**config.mk**
```make
export PLATFORM = sky130hd
export DESIGN_NAME = hard_sync_saw_oscillator_unit
export DESIGN_NICKNAME = d
export VERILOG_FILES = /design/src/rtl/core/hsso_pkg.sv /design/src/rtl/core/hsso_div.sv /design/src/rtl/core/hard_sync_saw_oscillator_unit.sv
export SDC_FILE = /design/constraint.sdc
export NUM_CORES = 2
export LEC_CHECK = 0
export BUFFER_PORTS_ARGS = -buffer_cell sky130_fd_sc_hd__buf_2
export CELL_PAD_IN_SITES_DETAIL_PLACEMENT = 0
export CELL_PAD_IN_SITES_GLOBAL_PLACEMENT = 1
export CORE_MARGIN = 2
export CORE_UTILIZATION = 47
export CTS_CLUSTER_SIZE = 16
export DETAILED_ROUTE_END_ITERATION = 6
export GPL_ROUTABILITY_DRIVEN = 0
export GPL_TIMING_DRIVEN = 0
export PLACE_DENSITY_LB_ADDON = 0.1
export SYNTH_ARGS = -nofsm -noshare
export SYNTH_HDL_FRONTEND = slang
export SYNTH_HIERARCHICAL = 1
export SYNTH_SLANG_ARGS = --single-unit
```
**constraint.sdc**
```tcl
create_clock -name clk -period 9.4 [get_ports clk]
set_clock_uncertainty 0.1 [all_clocks]
set_input_delay 0.94 -clock clk [delete_from_list [all_inputs] [get_ports clk]]
set_output_delay 0.94 -clock clk [all_outputs]
set_load 0.03 [all_outputs]
```
**src/rtl/core/hsso_pkg.sv**
```systemverilog
// Shared constants, register codes and divider handshake types for the sync saw oscillator.
package hsso_pkg;

    localparam int WORD_W      = 32;
    localparam int DEN_W       = 16;
    localparam int CFG_INDEX_W = 3;

    localparam logic [CFG_INDEX_W-1:0] REG_PHASE_STEP   = 3'd0;
    localparam logic [CFG_INDEX_W-1:0] REG_MASTER_STEP  = 3'd1;
    localparam logic [CFG_INDEX_W-1:0] REG_RETRIG_OFS   = 3'd2;
    localparam logic [CFG_INDEX_W-1:0] REG_GAIN_START   = 3'd3;
    localparam logic [CFG_INDEX_W-1:0] REG_GAIN_STEP    = 3'd4;
    localparam logic [CFG_INDEX_W-1:0] REG_GAIN_ENABLE  = 3'd5;

    localparam logic [WORD_W-1:0] HALF_TURN     = 32'h8000_0000;
    localparam logic [WORD_W-1:0] DEN_ROUND     = 32'd65535;
    localparam logic [WORD_W-1:0] RESTART_ONE   = 32'd1;
    localparam int                RESTART_SHIFT = 17;

    typedef struct packed {
        logic             start;
        logic [DEN_W-1:0] den;
    } div_req_t;

    typedef struct packed {
        logic              done;
        logic [WORD_W-1:0] quo;
    } div_rsp_t;

endpackage

```
**src/rtl/core/hsso_div.sv**
```systemverilog
// Bit-serial restoring divider producing the master reciprocal, half turn over a 16-bit divisor.
module hsso_div (
    input  logic              clk,
    input  logic              rst_n,
    input  hsso_pkg::div_req_t req,
    output hsso_pkg::div_rsp_t rsp
);
    import hsso_pkg::*;

    localparam int CNT_W = $clog2(WORD_W);

    logic              busy_reg, busy_next;
    logic              done_reg, done_next;
    logic [CNT_W-1:0]  cnt_reg, cnt_next;
    logic [DEN_W-1:0]  rem_reg, rem_next;
    logic [DEN_W-1:0]  den_reg, den_next;
    logic [WORD_W-1:0] quo_reg, quo_next;

    logic [DEN_W:0] rem_shift;
    logic [DEN_W:0] rem_diff;
    logic           fits;

    assign rem_shift = {rem_reg, quo_reg[WORD_W-1]};
    assign fits      = rem_shift >= {1'b0, den_reg};
    assign rem_diff  = rem_shift - {1'b0, den_reg};

    always_comb
    begin
        busy_next = busy_reg;
        done_next = 1'b0;
        cnt_next  = cnt_reg;
        rem_next  = rem_reg;
        den_next  = den_reg;
        quo_next  = quo_reg;
        if (req.start)
        begin
            busy_next = 1'b1;
            cnt_next  = '0;
            rem_next  = '0;
            den_next  = req.den;
            quo_next  = HALF_TURN;
        end
        else if (busy_reg)
        begin
            rem_next = fits ? rem_diff[DEN_W-1:0] : rem_shift[DEN_W-1:0];
            quo_next = {quo_reg[WORD_W-2:0], fits};
            cnt_next = cnt_reg + 1'b1;
            if (cnt_reg == CNT_W'(WORD_W - 1))
            begin
                busy_next = 1'b0;
                done_next = 1'b1;
            end
        end
    end

    always_ff @(posedge clk or negedge rst_n)
    begin
        if (!rst_n)
        begin
            busy_reg <= 1'b0;
            done_reg <= 1'b0;
            cnt_reg  <= '0;
        end
        else
        begin
            busy_reg <= busy_next;
            done_reg <= done_next;
            cnt_reg  <= cnt_next;
        end
    end

    always_ff @(posedge clk)
    begin
        rem_reg <= rem_next;
        den_reg <= den_next;
        quo_reg <= quo_next;
    end

    assign rsp.done = done_reg;
    assign rsp.quo  = (den_reg == '0) ? '1 : quo_reg;

endmodule

```
**src/rtl/core/hard_sync_saw_oscillator_unit.sv**
```systemverilog
// Top level of the hard-synced sawtooth oscillator with ramped gain and mixing.
//
// Usage: write the six registers over the cfg channel (index, data) while the block
// is idle; cfg_ready is always high. Each input transaction (in_valid/in_ready)
// carries one sample slot: mix_in, a load flag with start phases, and final_sample.
// Each one yields exactly one output transaction (out_valid/out_ready) with the
// rendered sample, the new slave phase and buffer_done.
// Sequencing: one item at a time through a single shared 32x32 signed multiplier and
// a small sequencer. A load first waits in S_DIV while the bit-serial divider forms
// the reciprocal (one quotient bit per cycle). Each item then advances the phases
// (S_ADV); when the master wraps, two chained multiplies form the restart position
// (S_MUL1, S_MUL2, S_RESTART); S_GAIN forms the raw saw, or with gain enabled ramps
// the gain for S_MULG and S_MIX to mix in; the result then goes out (S_OUT). It sits in an
// output register, so the next transaction is accepted while a result still waits
// for out_ready. If the receiver still stalls when the next result is finished, the
// sequencer holds it until the output register frees.
// Reset: the configuration registers, phases, gain and reciprocal clear to zero; no output pending.
module hard_sync_saw_oscillator_unit (
    input  logic                                  clk,
    input  logic                                  rst_n,
    input  logic                                  cfg_valid,
    output logic                                  cfg_ready,
    input  logic [hsso_pkg::CFG_INDEX_W-1:0]      cfg_index,
    input  logic [hsso_pkg::WORD_W-1:0]           cfg_data,
    input  logic                                  in_valid,
    output logic                                  in_ready,
    input  logic signed [hsso_pkg::WORD_W-1:0]    mix_in,
    input  logic                                  load,
    input  logic [hsso_pkg::WORD_W-1:0]           start_phase,
    input  logic [hsso_pkg::WORD_W-1:0]           start_master_phase,
    input  logic                                  final_sample,
    output logic                                  out_valid,
    input  logic                                  out_ready,
    output logic signed [hsso_pkg::WORD_W-1:0]    sample_out,
    output logic [hsso_pkg::WORD_W-1:0]           phase_out,
    output logic                                  buffer_done
);
    import hsso_pkg::*;

    localparam int ST_W = 4;
    localparam logic [ST_W-1:0] S_IDLE    = 4'd0;
    localparam logic [ST_W-1:0] S_DIV     = 4'd1;
    localparam logic [ST_W-1:0] S_ADV     = 4'd2;
    localparam logic [ST_W-1:0] S_MUL1    = 4'd3;
    localparam logic [ST_W-1:0] S_MUL2    = 4'd4;
    localparam logic [ST_W-1:0] S_RESTART = 4'd5;
    localparam logic [ST_W-1:0] S_GAIN    = 4'd6;
    localparam logic [ST_W-1:0] S_MULG    = 4'd7;
    localparam logic [ST_W-1:0] S_MIX     = 4'd8;
    localparam logic [ST_W-1:0] S_OUT     = 4'd9;

    logic [ST_W-1:0] state_reg, state_next;

    logic [WORD_W-1:0] phase_step_reg;
    logic [WORD_W-1:0] master_step_reg;
    logic [WORD_W-1:0] retrig_reg;
    logic [WORD_W-1:0] gain_start_reg;
    logic [WORD_W-1:0] gain_step_reg;
    logic              gain_en_reg;

    logic [WORD_W-1:0] slave_reg, slave_next;
    logic [WORD_W-1:0] master_reg, master_next;
    logic [WORD_W-1:0] gain_reg, gain_next;
    logic [WORD_W-1:0] recip_reg, recip_next;

    logic [WORD_W-1:0] mix_reg;
    logic              load_reg;
    logic [WORD_W-1:0] start_reg;
    logic [WORD_W-1:0] start_master_reg;
    logic              final_reg;

    logic [WORD_W-1:0] res_reg, res_next;

    logic              out_valid_reg, out_valid_next;
    logic [WORD_W-1:0] out_sample_reg, out_sample_next;
    logic [WORD_W-1:0] out_phase_reg, out_phase_next;
    logic              out_done_reg, out_done_next;

    logic signed [WORD_W-1:0]   mul_a, mul_b;
    logic signed [2*WORD_W-1:0] prod_reg;

    logic [WORD_W-1:0] den_sum;
    logic [WORD_W-1:0] base_slave, base_master;
    logic [WORD_W-1:0] adv_slave, adv_master;
    logic              in_fire;
    logic              out_free;

    div_req_t div_req;
    div_rsp_t div_rsp;

    hsso_div u_div (
        .clk   (clk),
        .rst_n (rst_n),
        .req   (div_req),
        .rsp   (div_rsp)
    );

    assign cfg_ready = 1'b1;
    assign in_ready  = (state_reg == S_IDLE);
    assign in_fire   = in_valid && in_ready;
    assign out_free  = !out_valid_reg || out_ready;

    assign den_sum       = master_step_reg + DEN_ROUND;
    assign div_req.start = in_fire && load;
    assign div_req.den   = den_sum[WORD_W-1:WORD_W-DEN_W];

    assign base_slave  = load_reg ? start_reg : slave_reg;
    assign base_master = load_reg ? start_master_reg : master_reg;
    assign adv_slave   = base_slave + phase_step_reg;
    assign adv_master  = base_master + master_step_reg;

    always_comb
    begin
        case (state_reg)
            S_MUL1:
            begin
                mul_a = master_reg;
                mul_b = phase_step_reg;
            end
            S_MUL2:
            begin
                mul_a = prod_reg[2*WORD_W-1:WORD_W];
                mul_b = recip_reg;
            end
            default:
            begin
                mul_a = slave_reg;
                mul_b = gain_reg;
            end
        endcase
    end

    always_comb
    begin
        state_next      = state_reg;
        slave_next      = slave_reg;
        master_next     = master_reg;
        gain_next       = gain_reg;
        recip_next      = recip_reg;
        res_next        = res_reg;
        out_valid_next  = out_valid_reg && !out_ready;
        out_sample_next = out_sample_reg;
        out_phase_next  = out_phase_reg;
        out_done_next   = out_done_reg;
        case (state_reg)
            S_IDLE:
            begin
                if (in_fire)
                begin
                    state_next = load ? S_DIV : S_ADV;
                end
            end
            S_DIV:
            begin
                if (div_rsp.done)
                begin
                    recip_next = div_rsp.quo;
                    state_next = S_ADV;
                end
            end
            S_ADV:
            begin
                slave_next  = adv_slave;
                master_next = adv_master;
                if (load_reg)
                begin
                    gain_next = gain_start_reg;
                end
                state_next = (adv_master < master_step_reg) ? S_MUL1 : S_GAIN;
            end
            S_MUL1:
            begin
                state_next = S_MUL2;
            end
            S_MUL2:
            begin
                state_next = S_RESTART;
            end
            S_RESTART:
            begin
                slave_next = (prod_reg[2*WORD_W-1:WORD_W] << RESTART_SHIFT)
                           + RESTART_ONE + retrig_reg + HALF_TURN;
                state_next = S_GAIN;
            end
            S_GAIN:
            begin
                if (gain_en_reg)
                begin
                    gain_next  = gain_reg + gain_step_reg;
                    state_next = S_MULG;
                end
                else
                begin
                    res_next   = {slave_reg[WORD_W-1], slave_reg[WORD_W-1:1]};
                    state_next = S_OUT;
                end
            end
            S_MULG:
            begin
                state_next = S_MIX;
            end
            S_MIX:
            begin
                res_next   = mix_reg + prod_reg[2*WORD_W-1:WORD_W]
                           + {{(WORD_W-1){1'b0}}, prod_reg[WORD_W-1]};
                state_next = S_OUT;
            end
            S_OUT:
            begin
                if (out_free)
                begin
                    out_valid_next  = 1'b1;
                    out_sample_next = res_reg;
                    out_phase_next  = slave_reg;
                    out_done_next   = final_reg;
                    state_next      = S_IDLE;
                end
            end
            default:
            begin
                state_next = S_IDLE;
            end
        endcase
    end

    always_ff @(posedge clk or negedge rst_n)
    begin
        if (!rst_n)
        begin
            state_reg       <= S_IDLE;
            phase_step_reg  <= '0;
            master_step_reg <= '0;
            retrig_reg      <= '0;
            gain_start_reg  <= '0;
            gain_step_reg   <= '0;
            gain_en_reg     <= 1'b0;
            slave_reg       <= '0;
            master_reg      <= '0;
            gain_reg        <= '0;
            recip_reg       <= '0;
            out_valid_reg   <= 1'b0;
        end
        else
        begin
            state_reg     <= state_next;
            slave_reg     <= slave_next;
            master_reg    <= master_next;
            gain_reg      <= gain_next;
            recip_reg     <= recip_next;
            out_valid_reg <= out_valid_next;
            if (cfg_valid && cfg_ready)
            begin
                case (cfg_index)
                    REG_PHASE_STEP:  phase_step_reg  <= cfg_data;
                    REG_MASTER_STEP: master_step_reg <= cfg_data;
                    REG_RETRIG_OFS:  retrig_reg      <= cfg_data;
                    REG_GAIN_START:  gain_start_reg  <= cfg_data;
                    REG_GAIN_STEP:   gain_step_reg   <= cfg_data;
                    REG_GAIN_ENABLE: gain_en_reg     <= cfg_data[0];
                    default:
                    begin
                    end
                endcase
            end
        end
    end

    always_ff @(posedge clk)
    begin
        prod_reg       <= mul_a * mul_b;
        res_reg        <= res_next;
        out_sample_reg <= out_sample_next;
        out_phase_reg  <= out_phase_next;
        out_done_reg   <= out_done_next;
        if (in_fire)
        begin
            mix_reg          <= mix_in;
            load_reg         <= load;
            start_reg        <= start_phase;
            start_master_reg <= start_master_phase;
            final_reg        <= final_sample;
        end
    end

    assign out_valid   = out_valid_reg;
    assign sample_out  = out_sample_reg;
    assign phase_out   = out_phase_reg;
    assign buffer_done = out_done_reg;

endmodule

```
==> metrics.md <==
| Metric | Value |
|---|---|
| Status | `complete, no violations` |
| Slew HR | `around 3.3%` |
| Most common cell after layout, fill and taps aside | `fa_1` |
| Die span in y | `~380 um` |
| Number of synthesized register bits | `roughly 590` |
| Required @ worst endpoint | `approximately 9900 ps` |
| Setup-failing EPs final | `0` |
| DIE AREA | `roughly 140,000 um^2` |
| Max Cap Viol | `0` |
| Fmax | `106 MHz` |
| Vias per Instance | `about 5.8` |
| Clock latency on the worst-skew pair | `approximately 670 ps` |
| Share of cells above drive strength 1 | `17.2%` |
| Min cycle time layout | `about 9400 ps` |
| Longest Clk Path Bufs | `3` |
| Fillcell total | `12,631` |
| Grt ovf | `0` |
| Layout Nets | `just under 9,000` |
| Largest net degree at the start of global routing | `103` |
| Netlist cell types | `94` |
| GRT Util Overall | `between 30 and 40%` |
| Layout area overhead | `15.4%` |
| Most repeated library cell on the critical path | `fa_1` |
| Initial antenna violation count | `24` |
| PortBufs | `just over 200` |
| Kind of critical path | `flop to flop` |
| Final Instance Area | `76,200 um^2` |
| WP data arrival | `9850 ps` |
| CTS sink count | `593` |
| Hold Path Class | `input pin to asynchronous set/reset pin` |
| Crit-path slowest cell | `fa_1` |
| Crit end category | `flop` |
| H-tree levels | `2` |
| First-pass GRT wire length | `378,000 um` |
| Antenna-violating nets left | `0` |
| Die W | `379 um` |
| Placed Area | `between 60,000 and 70,000 um^2` |
| DRC marker count from the first detailed-route iteration | `5,359` |
| Ys async rst share | `approximately 51%` |
| Cell Area, Synth | `about 66,000 um^2` |
| Vias | `52,828` |
| Ports | `roughly 210` |
| CP max stage delay | `590 ps` |
| Inserted Clock Buffers | `between 50 and 60` |
| Post-DP HPWL | `about 220,000 um` |
| Starting Density | `a little under half` |
| Worst Tran Pin Value | `~1500 ps` |
| Setup tns final | `0 ps` |
| Critical Path Source Type | `flop` |
| Post-route DRC | `0` |
| Crit share post-route | `approximately 100%` |
| Post-Route WL | `about 270,000 um` |
| CORE AREA | `approximately 140,000 um^2` |
| Register area share after synthesis | `about a quarter` |
| Final Hold Vio Count | `0` |
| RSZ-0062 raised after global routing | `true` |
| Syn Area/Cell | `just under 10 um^2` |
| Post-synth EDFFs | `approximately 210` |
| Commonest cells after routing, fill and taps aside | `fa_1, inv_1, nand2_1, nor2_1, ha_1` |
| Synth warn | `6` |
| Max FFs per register | `33` |
| Mapped Nets | `between 8,000 and 9,000` |
| Final-report max-slew violation count | `0` |
| CP bufs+invs | `7` |
| Largest delay share family, worst path | `adder cells` |
| Drt first pass iters | `6` |
| Crit-path max FO | `11` |
| WL/cell | `roughly 29 um` |
| Worst hold slack | `between 150 and 200 ps` |
| Clock root buffer | `clkbuf_16` |
| Clk pin slew, worst setup/hold paths | `approximately 70 ps` |
| Rows | `~140` |
| Post-synth top flop | `dfrtp_1` |
| Cells after Synth | `roughly 6,700` |
| CTS tree | `done` |
| Vias in the first global route | `around 53,000` |
| Post-Route Utilization | `54.7%` |
cell families (layout without fill, tap and decap cells):
| group | Yosys count | after routing | share of synthesized area (%) |
|---|---|---|---|
| AOI/OAI and AO/OA | 864 | 864 | 8.46 |
| xor gates and xnor gates | 208 | 208 | 2.76 |
| adders and majority gates | 1467 | 1467 | 40.2 |
| buffers and inverters | 1363 | 1824 | 7.82 |
| DFF | 593 | 593 | 23.5 |
| muxes | 271 | 271 | 4.55 |
| other | 1 | 9 | 0.00568 |
| and+or+nand+nor | 1975 | 1975 | 12.7 |
cell type report:
cell class	count	area, um^2	share of cell area (%)
Sequential cell	593	15500	20.3
Antenna cell	8	20.0	0.0263
Multi-Input combinational cell	4786	46900	61.6
Clock inverter	36	425	0.559
Timing Repair Buffer	409	3110	4.08
Inverter	1049	3960	5.20
Clock buffer	72	1630	2.14
Tap cell	1876	2350	3.08
Buffer	258	2300	3.02
through the flow:
| stage | setup WS [ps] | std cells |
|---|---|---|
| final | 7.92 | 9087 |
| after global routing | -129 | 9080 |
| after CTS | -15.9 | 9010 |
| after detailed placement | -3750 | 8833 |
| after global placement | -3750 | 8821 |
| after floorplan | 2.14 | 6742 |
layer usage:
metal  vias to the layer above  track usage, %  routed length [um]
met1                     26896            52.5              109000
li1                      22338               -                   -
met5                         -               0                 126
met2                      2902            54.0              111000
met4                        18            19.2               16600
met3                       674            9.59               30500
worst paths after layout:
check | from | end | slack, ps | depth (start not counted)
worst max-delay path | state_reg[1] | prod_reg[63] | 8 | 32
worst min-delay path | rst_n | master_step_reg[13] | 190 | 2
worst max register to register | state_reg[1] | prod_reg[63] | 8 | 32
worst min register to register | res_reg[24] | sample_out[24] | 310 | 0
max in group asynchronous | rst_n | slave_reg[17] | 7960 | 3
min in group clk | res_reg[24] | sample_out[24] | 310 | 0
worst register-to-register path, delay by kind of cell (launching register included):
kind                       cells  cell delay (ps)
adders and majority gates      9             4340
and+or+nand+nor                5             1070
buffers and inverters          7              990
AOI/OAI and AO/OA             10             2110
xor gates and xnor gates       1              250
DFF                            1              410
synthesized netlist by cell type, drive strengths merged (9+ instances only):
library cell / count / area, um^2
fa: 1087 / 21800
inv: 1048 / 3930
nand2: 858 / 3220
nor2: 711 / 2670
ha: 380 / 4750
dfrtp: 301 / 7530
clkbuf: 263 / 987
a21oi: 249 / 1260
mux2: 232 / 2610
edfxtp: 211 / 6340
o21ai: 189 / 953
xnor2: 124 / 1090
a21o: 101 / 758
xor2: 84 / 736
dfxtp: 81 / 1620
and2: 67 / 419
nand2b: 64 / 400
a22oi: 62 / 470
nand3: 60 / 300
buf: 51 / 238
nor3: 46 / 230
mux2i: 39 / 390
nor2b: 32 / 200
a211oi: 31 / 233
nand4: 31 / 194
a31oi: 29 / 181
o21a: 28 / 210
and3: 27 / 169
o211ai: 23 / 173
o21bai: 23 / 176
nor3b: 17 / 128
a311oi: 14 / 123
nor4: 13 / 81.3
o31ai: 11 / 87.6
and4: 10 / 87.6
or2: 10 / 62.6
o22ai: 9 / 56.3
repair_timing:
action | CTS | global route
hold buffers | 0 | 0
gates resized for setup | 661 | 222
buffers inserted | 118 | 70
endpoints found under the setup margin | 33 | 22
gates cloned | 2 | 7
pin swaps | 87 | 138
Power is not shown: default switching activity piles up to over one toggle a cycle in this logic, so the estimate is an artifact.
